--- config.mk ---
export PLATFORM = sky130hd
export DESIGN_NAME = spi_frame_to_ethernet_framer
export DESIGN_NICKNAME = d
export VERILOG_FILES = /design/src/design/spieth_pkg.sv /design/src/design/spi_frame_to_ethernet_framer.sv
export SDC_FILE = /design/constraint.sdc
export NUM_CORES = 1
export LEC_CHECK = 0
export BUFFER_PORTS_ARGS = -buffer_cell sky130_fd_sc_hd__buf_2
export CORE_ASPECT_RATIO = 0.7
export CORE_UTILIZATION = 40
export CTS_CLUSTER_SIZE = 25
export DETAILED_ROUTE_END_ITERATION = 8
export PLACE_DENSITY = 0.67
export SETUP_SLACK_MARGIN = 0.1
export SKIP_CTS_REPAIR_TIMING = 1
export SLEW_MARGIN = 15
export SYNTH_ARGS = -nofsm -noshare
export SYNTH_HDL_FRONTEND = slang
export SYNTH_SLANG_ARGS = --single-unit
--- constraint.sdc ---
create_clock -name clk -period 4.28 [get_ports clk]
set_input_delay 0.214 -clock clk [delete_from_list [all_inputs] [get_ports clk]]
set_output_delay 0.214 -clock clk [all_outputs]
set_load 0.005 [all_outputs]
--- src/design/spieth_pkg.sv ---
package spieth_pkg;

    localparam int HEADER_BYTES = 12;
    localparam int MAX_RESULTS  = 5;
    localparam int POS_W        = 11;
    localparam int LEN_W        = 11;
    localparam int CFG_IDX_W    = 2;
    localparam int CFG_DATA_W   = 11;

    localparam logic [POS_W-1:0] POS_LIMIT   = 11'd2047;
    localparam logic [POS_W-1:0] POS_MAGIC0  = 11'd0;
    localparam logic [POS_W-1:0] POS_MAGIC1  = 11'd1;
    localparam logic [POS_W-1:0] POS_LEN_HI  = 11'd4;
    localparam logic [POS_W-1:0] POS_LEN_LO  = 11'd5;

    localparam logic [31:0] CRC_POLY = 32'hEDB88320;
    localparam logic [31:0] CRC_INIT = 32'hFFFFFFFF;

    localparam logic [7:0]       MAGIC_RESET   = 8'hA0;
    localparam logic [LEN_W-1:0] MIN_LEN_RESET = 11'd128;
    localparam logic [LEN_W-1:0] MAX_LEN_RESET = 11'd1518;

    localparam logic [CFG_IDX_W-1:0] REG_MAGIC   = 2'd0;
    localparam logic [CFG_IDX_W-1:0] REG_MIN_LEN = 2'd1;
    localparam logic [CFG_IDX_W-1:0] REG_MAX_LEN = 2'd2;

    localparam logic [2:0] KIND_FRAME   = 3'd0;
    localparam logic [2:0] KIND_CRC     = 3'd1;
    localparam logic [2:0] KIND_MAGIC   = 3'd2;
    localparam logic [2:0] KIND_OVERLEN = 3'd3;
    localparam logic [2:0] KIND_TRUNC   = 3'd4;

    typedef struct packed {
        logic [7:0] data;
        logic [2:0] kind;
        logic       last;
    } result_t;

    // reflected crc-32, one byte, lsb first
    function automatic logic [31:0] crc_byte(input logic [31:0] crc_in, input logic [7:0] b);
        logic [31:0] c;
        logic [7:0]  d;
        logic        fb;
        c = crc_in;
        d = b;
        for (int i = 0; i < 8; i++)
        begin
            fb = c[0] ^ d[0];
            c  = c >> 1;
            if (fb)
            begin
                c = c ^ CRC_POLY;
            end
            d = d >> 1;
        end
        return c;
    endfunction

endpackage

--- src/design/spi_frame_to_ethernet_framer.sv ---
// spi_frame_to_ethernet_framer
// input channel (in_valid/in_ready): one byte of an spi transfer per request,
//   with start_of_transfer and end_of_transfer marks
// output channel (out_valid/out_ready): frame bytes, crc bytes (low byte
//   first) and status results (bad magic, overlength, truncated), frame_end
//   set on the last result of a frame or status
// config channel (cfg_valid/cfg_ready): cfg_index 0 magic byte, 1 minimum
//   frame length, 2 maximum payload length; always ready, write only when idle
// results: the results of a byte are registered and appear in the cycle after it is accepted
// flow: one byte per cycle while each byte gives at most one result and
//   out_ready is high; a byte that gives k results holds the output until all k
//   are taken (k up to 5 on the last frame byte, which carries the four crc
//   bytes), and the next byte is taken in the cycle its last result is taken
// reset: registers return to magic 0xA0, minimum 128, maximum 1518, no
//   results pending, parsing starts at byte 0 of a transfer
// stall: while out_ready is low the pending results hold and in_ready drops
module spi_frame_to_ethernet_framer
(
    input  logic                                   clk,
    input  logic                                   rst_n,
    input  logic                                   in_valid,
    output logic                                   in_ready,
    input  logic [7:0]                             spi_byte,
    input  logic                                   start_of_transfer,
    input  logic                                   end_of_transfer,
    output logic                                   out_valid,
    input  logic                                   out_ready,
    output logic [7:0]                             out_byte,
    output logic [2:0]                             out_kind,
    output logic                                   frame_end,
    input  logic                                   cfg_valid,
    output logic                                   cfg_ready,
    input  logic [spieth_pkg::CFG_IDX_W-1:0]       cfg_index,
    input  logic [spieth_pkg::CFG_DATA_W-1:0]      cfg_data
);

    localparam int IDX_W = $clog2(spieth_pkg::MAX_RESULTS);
    localparam int CNT_W = $clog2(spieth_pkg::MAX_RESULTS + 1);
    localparam logic [11:0] HDR = 12'(spieth_pkg::HEADER_BYTES);

    logic [7:0]                    magic_reg;
    logic [spieth_pkg::LEN_W-1:0]  min_len_reg;
    logic [spieth_pkg::LEN_W-1:0]  max_len_reg;

    logic [spieth_pkg::POS_W-1:0]  pos_reg, pos_next;
    logic [7:0]                    len_hi_reg, len_hi_next;
    logic [spieth_pkg::LEN_W-1:0]  frame_len_reg, frame_len_next;
    logic [31:0]                   crc_reg, crc_next;
    logic                          drop_reg, drop_next;

    spieth_pkg::result_t           bundle_reg [spieth_pkg::MAX_RESULTS];
    spieth_pkg::result_t           slots [spieth_pkg::MAX_RESULTS];
    logic [CNT_W-1:0]              cnt_reg;
    logic [CNT_W-1:0]              idx_reg;
    logic [CNT_W-1:0]              n;

    logic                          in_accept;
    logic                          last_pending;
    logic [spieth_pkg::POS_W-1:0]  p;
    logic [15:0]                   len;
    logic [11:0]                   end_pos;
    logic [31:0]                   crc_new;
    logic [31:0]                   crc_out;
    logic                          done;

    assign cfg_ready    = 1'b1;
    assign out_valid    = (idx_reg != cnt_reg);
    assign last_pending = ((idx_reg + CNT_W'(1)) == cnt_reg);
    assign in_ready     = !out_valid || (last_pending && out_ready);
    assign in_accept    = in_valid && in_ready;

    assign out_byte  = bundle_reg[idx_reg[IDX_W-1:0]].data;
    assign out_kind  = bundle_reg[idx_reg[IDX_W-1:0]].kind;
    assign frame_end = bundle_reg[idx_reg[IDX_W-1:0]].last;

    assign len     = {len_hi_reg, spi_byte};
    assign end_pos = HDR + {1'b0, frame_len_reg} - 12'd1;
    assign crc_new = spieth_pkg::crc_byte(crc_reg, spi_byte);
    assign crc_out = ~crc_new;

    always_comb
    begin
        for (int i = 0; i < spieth_pkg::MAX_RESULTS; i++)
        begin
            slots[i] = '0;
        end
        n              = '0;
        done           = 1'b0;
        crc_next       = crc_reg;
        frame_len_next = frame_len_reg;
        len_hi_next    = len_hi_reg;
        drop_next      = drop_reg;
        p              = pos_reg;

        // restart mid-frame
        if (start_of_transfer)
        begin
            if (!drop_reg && (pos_reg > spieth_pkg::POS_LEN_LO))
            begin
                slots[n[IDX_W-1:0]] = '{8'd0, spieth_pkg::KIND_TRUNC, 1'b1};
                n = n + CNT_W'(1);
            end
            p         = '0;
            drop_next = 1'b0;
        end

        if (!drop_next && (p != spieth_pkg::POS_LIMIT))
        begin
            if (p == spieth_pkg::POS_MAGIC0)
            begin
                crc_next       = spieth_pkg::CRC_INIT;
                frame_len_next = '0;
                if (spi_byte != magic_reg)
                begin
                    drop_next = 1'b1;
                end
            end
            else if (p == spieth_pkg::POS_MAGIC1)
            begin
                if (spi_byte != magic_reg)
                begin
                    drop_next = 1'b1;
                    slots[n[IDX_W-1:0]] = '{8'd0, spieth_pkg::KIND_MAGIC, 1'b1};
                    n = n + CNT_W'(1);
                end
            end
            else if (p == spieth_pkg::POS_LEN_HI)
            begin
                len_hi_next = spi_byte;
            end
            else if (p == spieth_pkg::POS_LEN_LO)
            begin
                if (len > {5'd0, max_len_reg})
                begin
                    drop_next = 1'b1;
                    slots[n[IDX_W-1:0]] = '{8'd0, spieth_pkg::KIND_OVERLEN, 1'b1};
                    n = n + CNT_W'(1);
                end
                else if (len == 16'd0)
                begin
                    drop_next = 1'b1;
                end
                else if (len[10:0] < min_len_reg)
                begin
                    frame_len_next = min_len_reg;
                end
                else
                begin
                    frame_len_next = len[10:0];
                end
            end
            else if (({1'b0, p} >= HDR) && ({1'b0, p} <= end_pos) && (frame_len_reg != '0))
            begin
                crc_next = crc_new;
                slots[n[IDX_W-1:0]] = '{spi_byte, spieth_pkg::KIND_FRAME, 1'b0};
                n = n + CNT_W'(1);
                if ({1'b0, p} == end_pos)
                begin
                    slots[n[IDX_W-1:0]] = '{crc_out[7:0], spieth_pkg::KIND_CRC, 1'b0};
                    n = n + CNT_W'(1);
                    slots[n[IDX_W-1:0]] = '{crc_out[15:8], spieth_pkg::KIND_CRC, 1'b0};
                    n = n + CNT_W'(1);
                    slots[n[IDX_W-1:0]] = '{crc_out[23:16], spieth_pkg::KIND_CRC, 1'b0};
                    n = n + CNT_W'(1);
                    slots[n[IDX_W-1:0]] = '{crc_out[31:24], spieth_pkg::KIND_CRC, 1'b1};
                    n = n + CNT_W'(1);
                    drop_next = 1'b1;
                    done      = 1'b1;
                end
            end
        end

        pos_next = (p != spieth_pkg::POS_LIMIT) ? (p + 11'd1) : p;

        // short transfer
        if (end_of_transfer)
        begin
            if (!drop_next && !done && (p >= spieth_pkg::POS_LEN_LO))
            begin
                slots[n[IDX_W-1:0]] = '{8'd0, spieth_pkg::KIND_TRUNC, 1'b1};
                n = n + CNT_W'(1);
            end
            drop_next = 1'b1;
        end
    end

    always_ff @(posedge clk or negedge rst_n)
    begin
        if (!rst_n)
        begin
            magic_reg     <= spieth_pkg::MAGIC_RESET;
            min_len_reg   <= spieth_pkg::MIN_LEN_RESET;
            max_len_reg   <= spieth_pkg::MAX_LEN_RESET;
            pos_reg       <= '0;
            len_hi_reg    <= '0;
            frame_len_reg <= '0;
            crc_reg       <= spieth_pkg::CRC_INIT;
            drop_reg      <= 1'b0;
            cnt_reg       <= '0;
            idx_reg       <= '0;
        end
        else
        begin
            if (cfg_valid && cfg_ready)
            begin
                unique case (cfg_index)
                    spieth_pkg::REG_MAGIC:   magic_reg   <= cfg_data[7:0];
                    spieth_pkg::REG_MIN_LEN: min_len_reg <= cfg_data;
                    spieth_pkg::REG_MAX_LEN: max_len_reg <= cfg_data;
                    default: ;
                endcase
            end
            if (in_accept)
            begin
                pos_reg       <= pos_next;
                len_hi_reg    <= len_hi_next;
                frame_len_reg <= frame_len_next;
                crc_reg       <= crc_next;
                drop_reg      <= drop_next;
                cnt_reg       <= n;
                idx_reg       <= '0;
            end
            else if (out_valid && out_ready)
            begin
                idx_reg <= idx_reg + CNT_W'(1);
            end
        end
    end

    // result bundle, no reset needed
    always_ff @(posedge clk)
    begin
        if (in_accept)
        begin
            for (int i = 0; i < spieth_pkg::MAX_RESULTS; i++)
            begin
                bundle_reg[i] <= slots[i];
            end
        end
    end

`ifndef NO_ASSERTIONS
    assert property (@(posedge clk) disable iff (!rst_n)
        (out_valid && !last_pending) |-> !in_ready)
        else $error("input taken while several results pending");

    assert property (@(posedge clk) disable iff (!rst_n)
        (cnt_reg <= CNT_W'(spieth_pkg::MAX_RESULTS)) && (idx_reg <= cnt_reg))
        else $error("result index out of range");

    assert property (@(posedge clk) disable iff (!rst_n)
        (out_valid && ((out_kind == spieth_pkg::KIND_MAGIC) ||
                       (out_kind == spieth_pkg::KIND_OVERLEN) ||
                       (out_kind == spieth_pkg::KIND_TRUNC))) |-> (frame_end && out_byte == 8'd0))
        else $error("status result without frame end");

    assert property (@(posedge clk) disable iff (!rst_n)
        (in_valid && in_ready && start_of_transfer) |=> (pos_reg == 11'd1))
        else $error("start of transfer did not restart position");
`endif

endmodule
# Word level (Yosys, flattened, before mapping)
# Memory sizes are Yosys's and may differ from the RTL's.
# Index checks and enable logic that the tools add are counted.
# classes
addsub,10
order_cmp,18
n_eq_ne,15
n_mux,88
n_bitwise,34
n_reduce_logical,34
# op_table
op,n
$mux W60,11
$mux W32,13
$bwmux W60,5
$demux W12 S3,6
$not A13 Y14,8
$and A50 B50 Y50,2
$not A50 Y50,2
$mux W11,9
$mux W12,7
$and A45 B45 Y45,1
$not A45 Y45,1
$mux W3,14
$not A32 Y32,1
$ge A4 B4 Y1 const B,6
$lt A4 B1 Y1 const B,6
$not A3 Y4,6
$eq A11 B3 Y1 const B,2
$mux W1,22
$add A3 B1 Y3 const B,7
$or A10 B10 Y10,2
$gt A16 B11 Y1,1
$logic_not A16 Y1,1
$logic_and A1 B1 Y1,15
$or A15 B15 Y15,1
other kinds (30),50
# totals
regBits,99
mem_bits_rw,60
in_bits,28
n_memories,1
# memory_table
name,words,word_bits,read_ports,rd_ports_with_merged_regs,wr,line_no,rtl
bundle_reg,5,12,1,0,5,spi_frame_to_ethernet_framer.sv:51,spieth_pkg::result_t bundle_reg [spieth_pkg::MAX_RESULTS];

# Logic depth before layout (Yosys ltp)
# Gate-level depths: netlist of run 1.
# depth
ltp_word,31
mapped_depth,16

# Worst setup path after synthesis of run 1
# No wires, ideal clock.
# synth_timing
path_type,register -> register
startpoint,reg idx_reg[2]
endpoint,mem bundle_reg[0][0] in the netlist's numbering (enable)
t_arrival_ns,2.974
required_time_ns,3.837
slack_ns,0.863
path_stages_with_launch,8
n_path_buf,2
synth_period_minus_slack_ns,3.417
path_cell_list,dfrtp_1 buf_2 xor2_2 xnor2_1 a41o_2 nand2_4 inv_4 clkbuf_1
# synth_rtl
item,line_no,rtl
start: declaration,spi_frame_to_ethernet_framer.sv:54,logic [CNT_W-1:0] idx_reg;
start signal: assignment,spi_frame_to_ethernet_framer.sv:225,idx_reg <= idx_reg + CNT_W'(1);
end: declaration,spi_frame_to_ethernet_framer.sv:51,

# Final worst setup path of run 1
# layout_timing
startpoint,reg frame_len_reg[0] in the netlist's numbering
endpoint,reg crc_reg[2]
# layout_between
elab_chain_cells,7
elab_cells_between_ends,8
# layout_lines
item,line_no,rtl
start: declaration,spi_frame_to_ethernet_framer.sv:47,"logic [spieth_pkg::LEN_W-1:0] frame_len_reg, frame_len_next;"
start signal: assignment,spi_frame_to_ethernet_framer.sv:217,frame_len_reg <= frame_len_next;
$add A4 B11 Y12,spi_frame_to_ethernet_framer.sv:77,"assign end_pos = HDR + {1'b0, frame_len_reg} - 12'd1;"
$sub A12 B1 Y12,spi_frame_to_ethernet_framer.sv:77,
$le A11 B12 Y1,spi_frame_to_ethernet_framer.sv:152,"else if (({1'b0, p} >= HDR) && ({1'b0, p} <= end_pos) && (frame_len_reg != '0))"
$logic_and A1 B1 Y1,spi_frame_to_ethernet_framer.sv:152,
$logic_and A1 B1 Y1 (*),spi_frame_to_ethernet_framer.sv:152,
$reduce_bool A2 Y1 (no source line) (*),n/a,
$reduce_and A6 Y1 (no source line) (*),n/a,
end signal: assignment,spi_frame_to_ethernet_framer.sv:197,crc_reg <= spieth_pkg::CRC_INIT;
end signal: assignment,spi_frame_to_ethernet_framer.sv:218,crc_reg <= crc_next;
end: declaration,spi_frame_to_ethernet_framer.sv:48,"logic [31:0] crc_reg, crc_next;"
# Every way passes the cells marked *; elsewhere a longest branch is shown, timed or not.
# A chain may end at the register's enable or synchronous reset.

==> out/summary.txt, run 1 <==
core area: 0.0236 mm2
Place WS: 0.719 ns
DIE HEIGHT: 132 um
share of layout cells above drive strength 1: 0.246
Final Cell Area: 0.0107 mm2
commonest cells after routing, fill and taps aside: 72 x nand2_1, 65 x nor2_1, 56 x edfxtp_1, 56 x dfrtp_1, 52 x a21oi_1
Clock Latency Late Sink: 0.43 ns
commonest non-fill, non-tap cell in the layout: nand2_1
max-slew violations: 0
Vias: 6638
First DRT Iteration DRCs: 561
final net count: 987
pin count of the biggest net entering global routing: 72
Main synth FF type: edfxtp_1
# IOs: 43
Worst EP arrival: 3.93 ns
DP Wirelength: 16.0 mm
initial antenna violation count: 0
Seq/Total Area, Yosys: 0.438
Placed Area: 0.0101 mm2
Yosys warning count: 0
initial core utilization: 0.408
max reg flops: 56
row cnt: 47
Die W: 187 um
WL final: 21.9 mm
register area: 0.00421 mm2
Worst-path clk slew: 0.07 ns
Slew @ Worst Pin: 0.928 ns
fillers: 2203
failing checks: negative hold slack
CTS max path bufs: 2
ANT nets after route: 0
min Tclk post-route: 3.57 ns
IO Port Bufs: 41
Root Driver: clkbuf_16
global-route wire length before repair: 35.9 mm
Syn Inst Count: 895
DRC violations left: 0
startpoint type of the worst setup path: flop
Final Skew: 0.0113 ns
vias in the first global route: 6393
placer congestion estimate: 0.851
Worst EP required: 4.64 ns
peak supply drop: 537 uV
Synth Register Bits: 155
RSZ-0062 raised after global routing: false
ant diodes: 0
Leak: 4.40 nW
die area: 0.0247 mm2
Hold/Removal Path Class: input port to async pin
total power: 8.72 mW
average cell area after synthesis: 10.7 um2
count of final setup violators: 0
DRT Pass-1 Iters: 5
Critical Path Sink Type: flop
Max Clock Freq: 0.280 GHz
Tot GR Track Use: 0.186
placed cell count: 1213
Slew headroom: 0.382
Post-synth EDFFs: 56
Inserted Clock Buffers: 17
H-Tree Depth: 4
Final Non-Filler Cells: 1245
area occupied by multi-input gates: 0.00499 mm2
grt ovf: 0
final cell utilization of the core: 0.452
Final Hold Viols: 27
max_cap viols: 0
status: finished, violations left
CTS tree: done
fin crit share: 0.834
minimum hold slack: -0.0532 ns
power density cells: 818 mW/mm2
clk sinks: 155
Post-Syn Area: 0.00961 mm2
fraction of registers with async set/reset: 0.639
final setup margin: 0.709 ns
area delta synth->final: 10.9%
Crit Path Class: flop to flop
Synth cell types: 72
syn nets: 968
Fin Setup TNS: 0 ns
Via-to-Cell Ratio: 5.33
Worst Path Max Fanout: 38
Routed wire per std cell: 17.6 um
==> cell usage after synthesis, types with 3 or more instances <==
cell type,number,area share
xnor2_4,7,0.020
mux2i_1,14,0.015
o31ai_1,12,0.0094
nand4_1,13,0.0085
and4_1,4,0.0036
o21ai_0,34,0.018
inv_4,3,0.0020
a21oi_1,52,0.027
nor4_1,5,0.0033
xnor2_2,12,0.020
nor2_1,65,0.025
mux4_2,10,0.023
nand2_1,72,0.028
nor2b_1,14,0.0091
inv_1,38,0.015
clkbuf_1,20,0.0078
buf_2,22,0.011
buf_4,7,0.0055
and3_1,8,0.0052
xnor2_1,51,0.046
nor3_1,21,0.011
and2_1,10,0.0065
a211oi_1,16,0.012
buf_1,3,0.0012
edfxtp_1,56,0.17
dfrtp_1,56,0.15
a31oi_1,7,0.0046
a22oi_1,6,0.0047
ha_1,45,0.059
nand2b_1,3,0.0020
a21o_1,27,0.021
dfstp_2,43,0.12
xor2_1,20,0.018
mux2_2,48,0.056
o21ai_1,5,0.0026
o21a_1,4,0.0031
nand3_1,18,0.0094
==> path summary, 6_finish.rpt <==
| kind | from | end | slack (ns) | cells after the start |
|---|---|---|---|---|
| worst min register to register | crc_reg[8]$_DFFE_PN1P_ | crc_reg[8]$_DFFE_PN1P_ | 0.49 | 2 |
| max in group asynchronous | rst_n | frame_len_reg[6]$_DFFE_PN0P_ | 3.40 | 2 |
| min in group clk | cfg_data[9] | max_len_reg[9]$_DFFE_PN0P_ | 0.03 | 2 |
| worst max register to register | frame_len_reg[0]$_DFFE_PN0P_ | crc_reg[2]$_DFFE_PN1P_ | 0.71 | 15 |
| worst max-delay path | frame_len_reg[0]$_DFFE_PN0P_ | crc_reg[2]$_DFFE_PN1P_ | 0.71 | 15 |
| worst min-delay path | rst_n | len_hi_reg[5]$_DFFE_PN0P_ | -0.05 | 1 |
==> layout make-up <==
class	instances	share of cell area
repair buffers	53	0.0291
clock buffers	17	0.0399
clock inverters	15	0.0153
multi-input cells	646	0.468
well taps	318	0.0373
inverters	41	0.0151
flip-flops and latches	155	0.395
==> per-layer routing <==
metal  global-route usage  share of wire  up-vias
met3               0.0441          0.074       11
met4               0.0360         0.0061        0
met5                    0              0        -
li1                     -              -     3229
met2                0.245           0.39      215
met1                0.303           0.53     3183
==> cell families (layout without fill, tap and decap cells) <==
group,after synthesis,after routing,share of synthesized area
flip-flops,155,155,0.438
multiplexers,73,73,0.0966
adder cells (fa/ha/maj),45,45,0.0586
buffers and inverters,94,126,0.0439
XOR/XNOR,92,92,0.108
AND/OR/NAND/NOR,251,251,0.131
AO/OA/AOI/OAI,183,183,0.122
other,2,2,0.000781
==> report_power, final <==
group	leakage, nW	switching [mW]	total [mW]	internal (mW)
registers	1.69	0.351	2.57	2.22
clock network	0.278	0.649	1.52	0.869
logic	2.43	2.71	4.63	1.92
total	4.40	3.71	8.72	5.01
==> critical path, cell delays in order, from the launching register on <==
cell and delay, ns:
dfrtp_1 0.36, inv_1 0.09, ha_1 0.23, nor2b_1 0.16, o21a_1 0.18, nand3_1 0.11
xor2_1 0.16, ha_1 0.31, nand3_1 0.15, nor3_1 0.22, a211oi_1 0.07, o31a_1 0.39
o21bai_4 0.55, buf_12 0.27, a21oi_1 0.06, a21o_1 0.17
Power figures use the tool's default switching activity.
==> run 2: changes to the inputs <==
Settings changed: ABC_AREA set to 1, PLACE_DENSITY 0.67 to 0.69.
Clock period 4.28 ns to 3.1 ns, I/O delays scaled along.
==> run 2 against run 1 <==
- the run ends with negative hold slack, negative setup slack left
- sequential cell count stayed put
- clock skew is 0.0020 ns higher
- total power is 64% higher
- cell count is 29% higher
- largest cell class unchanged
==> out/summary.txt, run 2 <==
status: finished, violations left (unchanged)
failing checks: negative hold slack, negative setup slack (was negative hold slack)
grt ovf: 0 (unchanged)
Seq/Total Area, Yosys: 0.431 (was 0.438)
placed cell count: 1558 (was 1213)
total power: 14.3 mW (was 8.72 mW)
Die W: 189 um (was 187 um)
area occupied by multi-input gates: 0.00521 mm2 (was 0.00499 mm2)
register area: 0.00421 mm2 (unchanged)
Final Cell Area: 0.0118 mm2 (was 0.0107 mm2)
Final Hold Viols: 3 (was 27)
Clock power frac: 0.163 (was 0.174)
Tot GR Track Use: 0.211 (was 0.186)
DRT Pass-1 Iters: 5 (unchanged)
startpoint type of the worst setup path: flop (unchanged)
Placed Area: 0.0107 mm2 (was 0.0101 mm2)
Main synth FF type: edfxtp_1 (unchanged)
global-route wire length before repair: 41.3 mm (was 35.9 mm)
max reg flops: 56 (unchanged)
Hold/Removal Path Class: input port to flop (was input port to async pin)
Worst EP required: 3.46 ns (was 4.64 ns)
Inserted Clock Buffers: 17 (unchanged)
power density cells: 1210 mW/mm2 (was 818 mW/mm2)
average cell area after synthesis: 8.24 um2 (was 10.7 um2)
fraction of registers with async set/reset: 0.639 (unchanged)
Post-Syn Area: 0.00978 mm2 (was 0.00961 mm2)
share of layout cells above drive strength 1: 0.220 (was 0.246)
H-Tree Depth: 4 (unchanged)
Reg power frac: 0.248 (was 0.295)
Slew headroom: 0.487 (was 0.382)
post-synth top area share: 0.172 (was 0.175)
RSZ-0062 raised after global routing: true (was false)
Synth cell types: 50 (was 72)
P_int: 7.40 mW (was 5.01 mW)
commonest non-fill, non-tap cell in the layout: nand2_1 (unchanged)
minimum hold slack: -0.0312 ns (was -0.0532 ns)
max-slew violations: 0 (unchanged)
Worst-path clk slew: 0.07 ns (about the same)
Critical R2R Capture: crc_reg[1]$_DFFE_PN1P_ (was crc_reg[2]$_DFFE_PN1P_)
# IOs: 43 (unchanged)
Fin Setup TNS: -2.10 ns (was 0 ns)
core area: 0.0238 mm2 (was 0.0236 mm2)
Syn Inst Count: 1187 (was 895)
Max Clock Freq: 0.313 GHz (was 0.280 GHz)
First DRT Iteration DRCs: 809 (was 561)
Final Skew: 0.0133 ns (was 0.0113 ns)
Vias: 8356 (was 6638)
Crit Path Class: flop to flop (unchanged)
crit path from: frame_len_reg[0]$_DFFE_PN0P_ (unchanged)
placer congestion estimate: 0.897 (was 0.851)
min Tclk post-route: 3.20 ns (was 3.57 ns)
Yosys warning count: 0 (unchanged)
Yosys top cell by area: edfxtp_1 (unchanged)
syn nets: 1260 (was 968)
Routed wire per std cell: 16.5 um (was 17.6 um)
Worst Path Max Fanout: 8 (was 38)
Synth Register Bits: 155 (unchanged)
row cnt: 47 (unchanged)
CTS max path bufs: 2 (unchanged)
Final Non-Filler Cells: 1603 (was 1245)
Sw Ratio: 0.484 (was 0.425)
Worst EP arrival: 3.56 ns (was 3.93 ns)
final net count: 1344 (was 987)
DIE HEIGHT: 133 um (was 132 um)
Logic pwr share: 0.589 (was 0.531)
WL final: 26.5 mm (was 21.9 mm)
Via-to-Cell Ratio: 5.21 (was 5.33)
Critical R2R Launch: frame_len_reg[0]$_DFFE_PN0P_ (unchanged)
Clock Latency Late Sink: 0.44 ns (was 0.43 ns)
final setup margin: -0.0964 ns (was 0.709 ns)
ANT nets after route: 0 (unchanged)
Synth area leaders: edfxtp_1 17%, dfrtp_1 14%, dfstp_2 12% (was edfxtp_1 17%, dfrtp_1 15%, dfstp_2 12%)
commonest cells after routing, fill and taps aside: 211 x nand2_1, 178 x nor2_1, 113 x inv_1 (was 72 x nand2_1, 65 x nor2_1, 56 x edfxtp_1, 56 x dfrtp_1, 52 x a21oi_1)
IO Port Bufs: 41 (unchanged)
initial core utilization: 0.411 (was 0.408)
Slew @ Worst Pin: 0.768 ns (was 0.928 ns)
Post-synth EDFFs: 56 (unchanged)
Net Switching: 6.94 mW (was 3.71 mW)
Worst R2R Path Depth: 21 (was 15)
pin count of the biggest net entering global routing: 65 (was 72)
count of final setup violators: 40 (was 0)
most frequent cells after synthesis: 219 x nand2_1, 190 x nor2_1, 119 x inv_1 (was 72 x nand2_1, 65 x nor2_1, 56 x dfrtp_1, 56 x edfxtp_1, 52 x a21oi_1)
Place WS: -0.113 ns (was 0.719 ns)
vias in the first global route: 7612 (was 6393)
die area: 0.0251 mm2 (was 0.0247 mm2)
area delta synth->final: 20.8% (was 10.9%)
peak supply drop: 659 uV (was 537 uV)
DP Wirelength: 18.7 mm (was 16.0 mm)
count leader, synth: nand2_1 (unchanged)
initial antenna violation count: 1 (was 0)
fin crit share: 1.03 (was 0.834)
Root Driver: clkbuf_16 (unchanged)
CTS tree: done (unchanged)
fillers: 2215 (was 2203)
clk sinks: 155 (unchanged)
max_cap viols: 0 (unchanged)
Leak: 5.14 nW (was 4.40 nW)
Critical Path Sink Type: flop (unchanged)
CP endpoint: crc_reg[1]$_DFFE_PN1P_ (was crc_reg[2]$_DFFE_PN1P_)
DRC violations left: 0 (unchanged)
flop2flop setup slack: -0.1 ns (was 0.71 ns)
==> run 2: changes by cell type after synthesis, sizes merged, moves of 16 or more <==
cell and change:
nand3 +17, xor2 +41, xnor2 -34, a21o -26, inv +84, a21oi -16
mux2 -48, o21ai +68, nor2 +128, buf -24, nand2 +147
==> run 2: metal layers <==
| layer | GRT usage | part of all wire | vias up |
|---|---|---|---|
| li1 | - | - | 4090 |
| met1 | 0.334 | 0.50 | 3909 |
| met2 | 0.283 | 0.40 | 323 |
| met3 | 0.0477 | 0.078 | 34 |
| met4 | 0.0551 | 0.016 | 0 |
| met5 | 0 | 0 | - |
==> run 2: cells by family after synthesis <==
logic type,synth area share
simple gates,0.216
flops,0.431
xor+xnor,0.104
mux,0.00102
other cells,0.000768
compound gates,0.123
fa+ha+maj,0.0576
buf+inv,0.0669
==> run 2: critical path, cell delays in order (launching register included) <==
cell and delay [ns]:
dfrtp_1 0.41, inv_2 0.07, ha_4 0.17, o21ai_4 0.12, nand4_1 0.15, nor2_2 0.13, xor2_1 0.16, ha_1 0.26
buf_4 0.13, buf_4 0.12, nand2_2 0.06, nand3_2 0.06, nor2_1 0.08, nand2_1 0.07, nand2_2 0.10, nand2_2 0.08
buf_6 0.13, a211oi_4 0.23, buf_6 0.20, clkbuf_16 0.19, nor2_1 0.04, a31oi_1 0.15
==> run 2: metrics by stage <==
stage	util	hold slack (ns)
after floorplan	-	-0.141
after global placement	0.451	0.233
after detailed placement	0.451	0.236
after CTS	0.478	-0.222
after global routing	0.496	0.00305
final	0.496	-0.0312
==> run 2: worst min path at each step <==
| stage | start | end | slack, ns | cells after the start |
|---|---|---|---|---|
| 6_report | cfg_data[10] | max_len_reg[10]$_DFFE_PN1P_ | -0.03 | 3 |
| 5_1_grt | cfg_data[10] | max_len_reg[10]$_DFFE_PN1P_ | 0.003 | 3 |
| 4_1_cts | rst_n | pos_reg[5]$_DFFE_PN0P_ | -0.22 | 1 |
| 3_5_place_dp | rst_n | pos_reg[5]$_DFFE_PN0P_ | 0.24 | 1 |
| 3_3_place_gp | rst_n | pos_reg[0]$_DFFE_PN0P_ | 0.23 | 1 |
| 2_1_floorplan | rst_n | cnt_reg[0]$_DFFE_PN0P_ | -0.14 | 0 |
==> run 2: area by class of cell <==
class,instances,share of cell area
Clock inverter,13,0.0168
Clock buffer,19,0.0385
Timing Repair Buffer,109,0.0729
Antenna cell,1,0.000212
Multi-Input combinational cell,862,0.441
Tap cell,318,0.0337
Sequential cell,155,0.357
Inverter,126,0.0400
==> run 2: power groups by stage <==
stage	clock [mW]	sequential, mW	combinational (mW)
3_3_place_gp	0	3.54	7.56
2_1_floorplan	0	3.45	5.30
4_1_cts	2.36	3.53	7.68
5_1_grt	2.44	3.63	9.22
6_report	2.34	3.55	8.44
3_5_place_dp	0	3.56	7.63
